[src/ssc_pkg.sv]
// Shared types and constants for the subgradient step size controller.
// Depends on nothing; every other file except ssc_req_if takes names from here by scope.
package ssc_pkg;

   // Register map: word index taken from paddr[2]
   localparam logic REG_WINDOW_PERIOD = 1'b0;
   localparam logic REG_INITIAL_STEP  = 1'b1;

   localparam int PERIOD_BITS = 16;
   localparam int STEP_BITS   = 31;

   // Step limits in unsigned Q1.30: 1e-6 rounded up, and 1.0
   localparam logic [STEP_BITS-1:0] STEP_MIN = 31'd1074;
   localparam logic [STEP_BITS-1:0] STEP_MAX = 31'd1073741824;

   localparam logic [PERIOD_BITS-1:0] PERIOD_RESET = 16'd20;
   localparam logic [STEP_BITS-1:0]   STEP_RESET   = 31'd107374182;

   typedef struct packed {
      logic [PERIOD_BITS-1:0] window_period;
      logic [STEP_BITS-1:0]   initial_step;
   } cfg_type;

   // Reinitialise request raised by a register write, with the step to load
   typedef struct packed {
      logic                 reinit;
      logic [STEP_BITS-1:0] step_load;
   } init_type;

endpackage

[src/ssc_req_if.sv]
// Input word channel: valid/ready handshake carrying one lower bound.
// Depends on nothing.
interface ssc_req_if #(
   parameter int BOUND_BITS = 48
);
   logic                         valid;
   logic                         ready;
   logic signed [BOUND_BITS-1:0] bound_sample;

   modport source (output valid, output bound_sample, input ready);
   modport sink   (input valid, input bound_sample, output ready);
endinterface

[src/ssc_rsp_if.sv]
// Result word channel: valid/ready handshake carrying step size and window flag.
// Depends on ssc_pkg for the step width.
interface ssc_rsp_if;
   logic                          valid;
   logic                          ready;
   logic [ssc_pkg::STEP_BITS-1:0] step_len;
   logic                          window_closed;

   modport source (output valid, output step_len, output window_closed, input ready);
   modport sink   (input valid, input step_len, input window_closed, output ready);
endinterface

[src/ssc_csr.sv]
// APB-style register file: window period and initial step.
// Depends on ssc_pkg; raises a reinitialise request on every write.
module ssc_csr (
   input  logic                          clock,
   input  logic                          reset,
   input  logic                          psel,
   input  logic                          penable,
   input  logic                          pwrite,
   input  logic [2:0]                    paddr,
   input  logic [31:0]                   pwdata,
   output logic [31:0]                   prdata,
   output logic                          pready,
   output ssc_pkg::cfg_type              cfg,
   output ssc_pkg::init_type             init
);
   logic [ssc_pkg::PERIOD_BITS-1:0] period_ff, period_in;
   logic [ssc_pkg::STEP_BITS-1:0]   step_ff, step_in;
   logic                            wr_en;
   logic                            reg_index;

   assign pready    = 1'b1;
   assign wr_en     = psel && penable && pwrite;
   assign reg_index = paddr[2];

   always_comb begin
      period_in = period_ff;
      step_in   = step_ff;
      if (wr_en) begin
         unique case (reg_index)
            ssc_pkg::REG_WINDOW_PERIOD: period_in = pwdata[ssc_pkg::PERIOD_BITS-1:0];
            ssc_pkg::REG_INITIAL_STEP:  step_in   = pwdata[ssc_pkg::STEP_BITS-1:0];
            default: ;
         endcase
      end
   end

   always_ff @(posedge clock) begin
      if (reset) begin
         period_ff <= ssc_pkg::PERIOD_RESET;
         step_ff   <= ssc_pkg::STEP_RESET;
      end else begin
         period_ff <= period_in;
         step_ff   <= step_in;
      end
   end

   always_comb begin
      unique case (reg_index)
         ssc_pkg::REG_WINDOW_PERIOD: prdata = {16'd0, period_ff};
         ssc_pkg::REG_INITIAL_STEP:  prdata = {1'b0, step_ff};
         default:                    prdata = 32'd0;
      endcase
   end

   assign cfg.window_period = period_ff;
   assign cfg.initial_step  = step_ff;
   assign init.reinit       = wr_en;
   assign init.step_load    = step_in;

endmodule

[src/ssc_window_eval.sv]
// Combinational tracker and step update for one bound word.
// Depends on ssc_pkg; the caller holds the state registers.
module ssc_window_eval #(
   parameter int BOUND_BITS = 48
) (
   input  logic signed [BOUND_BITS-1:0]       sample,
   input  logic signed [BOUND_BITS-1:0]       min_cur,
   input  logic signed [BOUND_BITS-1:0]       max_cur,
   input  logic [ssc_pkg::PERIOD_BITS-1:0]    count_cur,
   input  logic [ssc_pkg::STEP_BITS-1:0]      step_cur,
   input  logic [ssc_pkg::PERIOD_BITS-1:0]    period,
   output logic signed [BOUND_BITS-1:0]       min_nxt,
   output logic signed [BOUND_BITS-1:0]       max_nxt,
   output logic [ssc_pkg::PERIOD_BITS-1:0]    count_nxt,
   output logic [ssc_pkg::STEP_BITS-1:0]      step_nxt,
   output logic                               closed
);
   localparam int W = BOUND_BITS + 10;
   localparam logic signed [BOUND_BITS-1:0] MIN_START = {1'b0, {(BOUND_BITS-1){1'b1}}};
   localparam logic signed [BOUND_BITS-1:0] MAX_START = {1'b1, {(BOUND_BITS-1){1'b0}}};

   logic signed [BOUND_BITS-1:0] lo, hi;
   logic [BOUND_BITS-1:0]        spread, mag;
   logic [W-1:0]                 spread_w, mag_w, spread_x1000, spread_x100;
   logic                         tight, loose, hi_zero;
   logic [31:0]                  grown, halved, cand;
   logic [ssc_pkg::STEP_BITS-1:0] clamped;

   assign lo = (sample < min_cur) ? sample : min_cur;
   assign hi = (sample > max_cur) ? sample : max_cur;

   assign spread = $unsigned(hi - lo);
   assign mag    = hi[BOUND_BITS-1] ? $unsigned(-hi) : $unsigned(hi);

   // Exact products by shift and add: 1000 = 1024-16-8, 100 = 128-32+4
   assign spread_w     = {10'd0, spread};
   assign mag_w        = {10'd0, mag};
   assign spread_x1000 = (spread_w << 10) - (spread_w << 4) - (spread_w << 3);
   assign spread_x100  = (spread_w << 7) - (spread_w << 5) + (spread_w << 2);
   assign tight        = spread_x1000 <= mag_w;
   assign loose        = spread_x100 > mag_w;
   assign hi_zero      = hi == '0;

   assign grown  = {1'b0, step_cur} + {2'd0, step_cur[ssc_pkg::STEP_BITS-1:1]};
   assign halved = {2'd0, step_cur[ssc_pkg::STEP_BITS-1:1]};

   always_comb begin
      priority if (hi_zero) begin
         cand = (spread != '0) ? halved : {1'b0, step_cur};
      end else if (tight) begin
         cand = grown;
      end else if (loose) begin
         cand = halved;
      end else begin
         cand = {1'b0, step_cur};
      end
   end

   always_comb begin
      priority if (cand < {1'b0, ssc_pkg::STEP_MIN}) begin
         clamped = ssc_pkg::STEP_MIN;
      end else if (cand > {1'b0, ssc_pkg::STEP_MAX}) begin
         clamped = ssc_pkg::STEP_MAX;
      end else begin
         clamped = cand[ssc_pkg::STEP_BITS-1:0];
      end
   end

   assign closed = count_cur <= 16'd1;

   always_comb begin
      if (closed) begin
         min_nxt   = MIN_START;
         max_nxt   = MAX_START;
         count_nxt = period;
         step_nxt  = clamped;
      end else begin
         min_nxt   = lo;
         max_nxt   = hi;
         count_nxt = count_cur - 16'd1;
         step_nxt  = step_cur;
      end
   end

endmodule

[src/subgradient_step_size_control.sv]
// Top level of the subgradient step size controller: input register, state,
// result register. Depends on ssc_pkg, ssc_req_if, ssc_rsp_if, ssc_csr, ssc_window_eval.
//
//   channel   direction  handshake              word
//   req_if    in         valid/ready            bound_sample, signed Q31.16
//   rsp_if    out        valid/ready            step_len Q1.30, window_closed
//   csr       in/out     psel/penable, pready   window_period, initial_step
//
// Flow: one word per cycle sustained while rsp_if.ready is high; each word passes the input
//   register, then the result register; the tracker and step feedback are combinational.
// Reset: synchronous, active high; valid flags, trackers, countdown and step load at once.
// Stalls: a held result keeps the input register full; req_if.ready drops only
//   when both stages hold a word and rsp_if.ready is low.
// Register writes reinitialise trackers, countdown and step in the same cycle.
module subgradient_step_size_control #(
   parameter int BOUND_BITS = 48
) (
   input  logic        clock,
   input  logic        reset,
   ssc_req_if.sink     req_if,
   ssc_rsp_if.source   rsp_if,
   input  logic        psel,
   input  logic        penable,
   input  logic        pwrite,
   input  logic [2:0]  paddr,
   input  logic [31:0] pwdata,
   output logic [31:0] prdata,
   output logic        pready
);
   localparam logic signed [BOUND_BITS-1:0] MIN_START = {1'b0, {(BOUND_BITS-1){1'b1}}};
   localparam logic signed [BOUND_BITS-1:0] MAX_START = {1'b1, {(BOUND_BITS-1){1'b0}}};

   ssc_pkg::cfg_type  cfg;
   ssc_pkg::init_type init;

   // input register
   logic                         in_valid_ff, in_valid_in;
   logic signed [BOUND_BITS-1:0] sample_ff;

   // window state
   logic signed [BOUND_BITS-1:0]    min_ff, min_in, max_ff, max_in;
   logic [ssc_pkg::PERIOD_BITS-1:0] count_ff, count_in;
   logic [ssc_pkg::STEP_BITS-1:0]   step_ff, step_in;

   // result register
   logic                          out_valid_ff, out_valid_in;
   logic [ssc_pkg::STEP_BITS-1:0] out_step_ff;
   logic                          out_closed_ff;

   logic signed [BOUND_BITS-1:0]    min_nxt, max_nxt;
   logic [ssc_pkg::PERIOD_BITS-1:0] count_nxt;
   logic [ssc_pkg::STEP_BITS-1:0]   step_nxt;
   logic                            closed;
   logic                            advance, take;

   ssc_csr u_csr (
      .clock   (clock),
      .reset   (reset),
      .psel    (psel),
      .penable (penable),
      .pwrite  (pwrite),
      .paddr   (paddr),
      .pwdata  (pwdata),
      .prdata  (prdata),
      .pready  (pready),
      .cfg     (cfg),
      .init    (init)
   );

   ssc_window_eval #(.BOUND_BITS(BOUND_BITS)) u_eval (
      .sample    (sample_ff),
      .min_cur   (min_ff),
      .max_cur   (max_ff),
      .count_cur (count_ff),
      .step_cur  (step_ff),
      .period    (cfg.window_period),
      .min_nxt   (min_nxt),
      .max_nxt   (max_nxt),
      .count_nxt (count_nxt),
      .step_nxt  (step_nxt),
      .closed    (closed)
   );

   // advance the held word into the result register when that slot frees
   assign advance      = in_valid_ff && (!out_valid_ff || rsp_if.ready);
   assign req_if.ready = !in_valid_ff || advance;
   assign take         = req_if.valid && req_if.ready;

   assign in_valid_in  = take || (in_valid_ff && !advance);
   assign out_valid_in = advance || (out_valid_ff && !rsp_if.ready);

   always_comb begin
      min_in   = min_ff;
      max_in   = max_ff;
      count_in = count_ff;
      step_in  = step_ff;
      priority if (init.reinit) begin
         // drop the window and restart from the loaded step
         min_in   = MIN_START;
         max_in   = MAX_START;
         count_in = '0;
         step_in  = init.step_load;
      end else if (advance) begin
         min_in   = min_nxt;
         max_in   = max_nxt;
         count_in = count_nxt;
         step_in  = step_nxt;
      end else begin
         // hold
      end
   end

   always_ff @(posedge clock) begin
      if (reset) begin
         in_valid_ff  <= 1'b0;
         out_valid_ff <= 1'b0;
         min_ff       <= MIN_START;
         max_ff       <= MAX_START;
         count_ff     <= '0;
         step_ff      <= ssc_pkg::STEP_RESET;
      end else begin
         in_valid_ff  <= in_valid_in;
         out_valid_ff <= out_valid_in;
         min_ff       <= min_in;
         max_ff       <= max_in;
         count_ff     <= count_in;
         step_ff      <= step_in;
      end
   end

   // payload registers: no reset
   always_ff @(posedge clock) begin
      if (take) begin
         sample_ff <= req_if.bound_sample;
      end
      if (advance) begin
         out_step_ff   <= step_nxt;
         out_closed_ff <= closed;
      end
   end

   assign rsp_if.valid         = out_valid_ff;
   assign rsp_if.step_len      = out_step_ff;
   assign rsp_if.window_closed = out_closed_ff;

`ifndef SYNTHESIS
   a_count_bound: assert property (@(posedge clock) disable iff (reset)
      count_ff <= cfg.window_period)
      else $error("countdown beyond window period");

   a_closed_step_range: assert property (@(posedge clock) disable iff (reset)
      (out_valid_ff && out_closed_ff) |->
         (out_step_ff >= ssc_pkg::STEP_MIN && out_step_ff <= ssc_pkg::STEP_MAX))
      else $error("closed window gave step outside limits");

   a_advance_fills: assert property (@(posedge clock) disable iff (reset)
      advance |=> out_valid_ff)
      else $error("advanced word missing from result register");

   a_hold_input: assert property (@(posedge clock) disable iff (reset)
      (in_valid_ff && !advance) |=> (in_valid_ff && $stable(sample_ff)))
      else $error("stalled input word lost or changed");

   a_tracker_order: assert property (@(posedge clock) disable iff (reset)
      (min_ff != MIN_START || max_ff != MAX_START) |-> (min_ff <= max_ff))
      else $error("window minimum above maximum");
`endif

endmodule
[src/flat_wrapper.sv]
// flat-port wrapper written by rule: the top's interface ports become plain ports
module subgradient_step_size_control_flat 
#(
   parameter int BOUND_BITS = 48
)
  (clock, reset, psel, penable, pwrite, paddr, pwdata, prdata, pready, req_if_valid, req_if_bound_sample, req_if_ready, rsp_if_valid, rsp_if_step_len, rsp_if_window_closed, rsp_if_ready);
  ssc_req_if #(.BOUND_BITS(BOUND_BITS)) req_if_i ();
  ssc_rsp_if rsp_if_i ();
  input  logic clock;
  input  logic reset;
  input  logic psel;
  input  logic penable;
  input  logic pwrite;
  input  logic [2:0] paddr;
  input  logic [31:0] pwdata;
  output logic [31:0] prdata;
  output logic pready;
  input wire logic [$bits(req_if_i.valid)-1:0] req_if_valid;
  input wire logic [$bits(req_if_i.bound_sample)-1:0] req_if_bound_sample;
  output wire logic [$bits(req_if_i.ready)-1:0] req_if_ready;
  output wire logic [$bits(rsp_if_i.valid)-1:0] rsp_if_valid;
  output wire logic [$bits(rsp_if_i.step_len)-1:0] rsp_if_step_len;
  output wire logic [$bits(rsp_if_i.window_closed)-1:0] rsp_if_window_closed;
  input wire logic [$bits(rsp_if_i.ready)-1:0] rsp_if_ready;
  assign req_if_i.valid = req_if_valid;
  assign req_if_i.bound_sample = req_if_bound_sample;
  assign req_if_ready = req_if_i.ready;
  assign rsp_if_valid = rsp_if_i.valid;
  assign rsp_if_step_len = rsp_if_i.step_len;
  assign rsp_if_window_closed = rsp_if_i.window_closed;
  assign rsp_if_i.ready = rsp_if_ready;
  subgradient_step_size_control #(.BOUND_BITS(BOUND_BITS)) u_core (.clock(clock), .reset(reset), .req_if(req_if_i), .rsp_if(rsp_if_i), .psel(psel), .penable(penable), .pwrite(pwrite), .paddr(paddr), .pwdata(pwdata), .prdata(prdata), .pready(pready));
endmodule
[config.mk]
export PLATFORM = sky130hd
export DESIGN_NAME = subgradient_step_size_control_flat
export DESIGN_NICKNAME = d
export VERILOG_FILES = /design/src/ssc_pkg.sv /design/src/ssc_req_if.sv /design/src/ssc_rsp_if.sv /design/src/ssc_csr.sv /design/src/ssc_window_eval.sv /design/src/subgradient_step_size_control.sv /design/src/flat_wrapper.sv
export SDC_FILE = /design/constraint.sdc
export NUM_CORES = 2
export LEC_CHECK = 0
export ABC_CLOCK_PERIOD_IN_PS = 48900
export BUFFER_PORTS_ARGS = -buffer_cell sky130_fd_sc_hd__buf_4
export CORE_ASPECT_RATIO = 1.25
export CORE_UTILIZATION = 60
export DETAILED_ROUTE_END_ITERATION = 8
export GPL_ROUTABILITY_DRIVEN = 1
export PLACE_DENSITY = 0.76
export SLEW_MARGIN = 20
export SYNTH_ARGS = -nofsm -noshare
export SYNTH_HDL_FRONTEND = slang
export SYNTH_SLANG_ARGS = --single-unit
[constraint.sdc]
create_clock -name clock -period 48.9 [get_ports clock]
set_input_delay 9.78 -clock clock [delete_from_list [all_inputs] [get_ports clock]]
set_output_delay 9.78 -clock clock [all_outputs]
set_load 0.02 [all_outputs]
# Word-level counts from Yosys, hierarchy flattened
# Index checks and enable logic that the tools add are counted.
[word_totals] inputBits=90 register_bits=272 mem_bits_ro=0 output_inout_bits=67 latchBits=0 ramBits=0 memories=0
[classes] mux=18 eq_ne=0 div=0 addsub=8 n_bitwise=1 shift=0 reduce_logical=19 n_lt_le_gt_ge=7 n_mul=0
[ops] cell="31-bit two-way mux" n=9
[ops] cell="48-bit two-way mux" n=5
[ops] cell="32-bit two-way mux" n=2
[ops] cell="32-bit one-hot mux with 2 select lines" n=1
[ops] cell="58-bit by 48-bit > comparator with 1-bit output" n=1
[ops] cell="58-bit by 48-bit <= comparator with 1-bit output" n=1
[ops] cell="58-bit by 51-bit subtractor with 58-bit output" n=1
[ops] cell="58-bit by 52-bit subtractor with 58-bit output" n=1
[ops] cell="56-bit by 51-bit adder with 57-bit output" n=1
[ops] cell="55-bit by 53-bit subtractor with 56-bit output" n=1
[ops] cell="48-bit > comparator" n=1
[ops] cell="48-bit zero test" n=1
[ops] cell="48-bit less-than comparator" n=1
[ops] cell="48-bit negation" n=1
[ops] cell="48-bit nonzero test" n=1
[ops] cell="48-bit subtractor" n=1
[ops] cell="31-bit by 30-bit adder with 32-bit output" n=1
[ops] cell="32-bit by 31-bit > comparator with 1-bit output, second input constant" n=1
[ops] cell="32-bit by 11-bit less-than comparator with 1-bit output, second input constant" n=1
[ops] cell="16-bit by 1-bit <= comparator with 1-bit output, second input constant" n=1
[ops] cell="16-bit two-way mux" n=1
[ops] cell="16-bit by 1-bit subtractor with 16-bit output, second input constant" n=1
[ops] cell="1-bit logical AND" n=6
[ops] cell="1-bit zero test" n=4
[ops] cell="other kinds (5)" n=8

# Depth between registers and ports, before layout
[logic_depth] ltp_word=15 mapped_depth=85 ltp_nobuf=75

# Hierarchy
# A second synthesis with hierarchy kept.
[unflattened] cells_unflattened=4711 hier_area_um2=35974.5
[by_module_without_submodules] mod="ssc_window_eval" area_each_um2=25066.5 cells_each=3656 instances=1
[by_module_without_submodules] mod="subgradient_step_size_control" area_each_um2=8161.6 cells_each=781 instances=1
[by_module_without_submodules] mod="ssc_csr" area_each_um2=2746.4 cells_each=274 instances=1

# Worst setup path after synthesis
# No wires, ideal clock.
[synth_path] path_kind="input -> output" startpoint="input paddr[2]" endpoint="output prdata[10]" arrival_ns=11.196 required_ns=39.120 stages=4 slack_ns=27.924 cell_sequence="clkbuf_1 buf_1 clkbuf_1 mux2_2"
[synth_between] elab_chain_len=2
[synth_rtl] element="start, declared" line="flat_wrapper.sv:14" source="input logic [2:0] paddr;"
[synth_rtl] element="1-bit NOT (no line)"
[synth_rtl] element="32-bit one-hot mux with 2 select lines (*)" line="ssc_csr.sv:48" source="unique case (reg_index)"
[synth_rtl] element="end, declared" line="flat_wrapper.sv:16" source="output logic [31:0] prdata;"
# Mark *: on every way between the ends. The rest lies on a longest branch, timed or not. The select of a mux whose other input is x is not followed.

# Final worst setup path
[layout_path] startpoint="input paddr[2]" endpoint="output prdata[3]"
# Same word-level chain as after synthesis.

==> impl_results.md <==
- Status: finished, final reports clean
- Period minus WS final: 20.66 ns
- Fin. max-slew vios: 0
- Syn Inst Count: roughly 4400
- CTS tree: built
- RSZ-0062 raised after global routing: false
- Post-Syn Area: 33600 sq um
- Synth unique cells: 125
- CTS Hold Bufs: 0
- Total negative slack: 0 ns
- HP Start: u_core.u_csr.step_ff[16]$_SDFF_PP0_
- Hold Vio Cnt, Final: 0
- Post-CTS setup buffer count: 0
- Die W: around 210 um
- Core region area: 55100 sq um
- F_max: between 0.04 and 0.05 GHz
- Root Buffer: clkbuf_16
- I/O Pins: around 160
- CP Launch Type: primary input
- Starting DRT DRC Count: approximately 2800
- R2R Setup Slk: just under 30 ns
- FF+latch count, synth: 272
- CTS sink count: 272
- Detailed Routing Iterations Pass 1: 6
- Initial antenna violation count: 0
- GRT Total Usage: a little over a third
- Rows: 96
- DRC Markers: 0
- Most frequent cells in the layout: nand2_1, ha_1, a21oi_1
- Crit path required time: between 30 and 40 ns
- Vias in the first global route: 31024
- Layout cells sized above 1: about 8.6%
- Placed cell area: 35300 sq um
- Register area share after synthesis: 18.6%
- Hold Crit Class: register to register
- Commonest non-fill, non-tap cell in the layout: nand2_1
- Critical Path Source: paddr[2]
- Worst rel slew slack: between 30% and 40%
- Reg2reg start: u_core.sample_ff[47]$_DFFE_PP_
- Final core occ: roughly 66%
- Chip Height: between 200 and 300 um
- Clock skew: approximately 0.016 ns
- FF-to-FF path depth: roughly 70
- First-pass GRT wire length: 165000 um
- Gp weighted congestion: roughly 1.0
- WL/cell: 20.5 um
- Post_cts resized: 0
- Hold Path Sink: u_core.u_csr.step_ff[16]$_SDFF_PP0_
- Post-synth ARST share: 0%
- Initial Util: ~60%
- Fillcell total: roughly 5000
- Least-Margin Pin Slew: around 1.0 ns
- Top FF cell, synth: dfxtp_1
- Hold Path Depth: 2
- Largest net degree at the start of global routing: just over 70
- Max_cap viols: 0
- Final nets: 4941
- CTS Buf Count: 25
- Worst-path clk slew: roughly 0.070 ns
- Crit path kind: primary input to primary output
- CTS max path bufs: 3
- Worst Setup End Kind: primary output
- Vias post-DR: approximately 33000
- Count of input and output buffers: approximately 150
- Synthesized net count: roughly 4900
- Later-pin clock latency in the skew report: approximately 0.56 ns
- Die area: 57000 sq um
- Total gr overflow: 0
- Avg Inst Size Synth: just under 8 sq um
- Syn. warnings: 0
- Tcrit/Tclk final: ~42%
- FF-to-FF End: u_core.rsp_if.step_len[12]$_DFFE_PP_
- H-tree Lvls: 1
- Dpl hpwl: 83100 um
- Post-DR vias/cell: approximately 6.4
- Crit path arrival time: 10.88 ns
- Antenna Diode Count: 0
- Post-DRT Antenna Nets: 0
- Top fanout value on the critical path: between 50 and 60
- Final Setup Violations: 0
- Number of flops mapped to enable cells by yosys: 80
- Area Growth Syn to Fin: 7.49%
- Final wirelength: around 110000 um
- Fin area: 36200 sq um
## cell families after synthesis
group / synth area share, %
AOI/OAI and AO/OA: 26.6
xor gates and xnor gates: 7.29
adders and majority gates: 17.8
buffers and inverters: 5.27
DFF: 18.6
muxes: 5.12
other: 0.0223
and+or+nand+nor: 19.3
## synth_stat cells (all sizes together), types with 80 or more instances
library cell  number  area, sq um
ha               422         5280
nor2             289         1090
clkbuf           138          518
mux2i            125         1250
a21oi            379         1950
edfxtp            80         2400
a21o             145         1090
nand3             89          445
inv              272         1020
dfxtp            192         3840
xnor2            212         1870
nand2            523         1970
o21ai            304         1530
## worst max path at each step
| stage | cells after the start | slack (ns) | endpoint |
|---|---|---|---|
| floorplan | 4 | 27.92 | prdata[10] |
| global placement | 3 | 28.25 | prdata[3] |
| detailed placement | 3 | 28.26 | prdata[3] |
| CTS | 3 | 28.26 | prdata[3] |
| global route | 72 | 28.03 | u_core.rsp_if.step_len[12]$_DFFE_PP_ |
| finish | 3 | 28.24 | prdata[3] |
## final cells by class
| cell class | instances | area [sq um] | area share, % |
|---|---|---|---|
| multi-input cells | 3638 | 25700 | 71.0 |
| flip-flops and latches | 272 | 6250 | 17.3 |
| repair buffers | 191 | 1430 | 3.96 |
| inverters | 274 | 1030 | 2.85 |
| well taps | 735 | 920 | 2.54 |
| clock buffers | 35 | 703 | 1.94 |
| clock inverters | 11 | 146 | 0.405 |
## per-stage QoR
stage	hold WS, ns	setup slack, ns	instances
2_1_floorplan	0.440	27.92	4363
3_3_place_gp	0.452	28.25	5110
3_5_place_dp	0.458	28.26	5110
4_1_cts	0.468	28.26	5156
5_1_grt	0.490	28.03	5156
6_report	0.467	28.24	5156
## metal layers
| layer | track usage [%] | routed length (um) | vias up |
|---|---|---|---|
| li1 | - | - | 16001 |
| met1 | 45.4 | 43400 | 15513 |
| met2 | 61.0 | 49000 | 1278 |
| met3 | 3.93 | 7010 | 263 |
| met4 | 20.1 | 6260 | 0 |
| met5 | 0 | 0 | - |
## worst max-delay path, cell delays in order
cell	delay, ns
buf_4	0.50
mux2_2	0.42
buf_4	0.16
## sequential cells by signal (all words and copies together) (netlist names)
signal and cells:
u_core.u_csr.period_ff 16, u_core.step_ff 31, u_core.sample_ff 48, u_core.count_ff 16
u_core.max_ff 48, u_core.min_ff 48, u_core.rsp_if.window_closed 1, u_core.rsp_if.step_len 31
u_core.in_valid_ff 1, u_core.rsp_if.valid 1, u_core.u_csr.step_ff 31
Power is not shown: default switching activity piles up to over one toggle a cycle in this logic, so the estimate is an artifact.
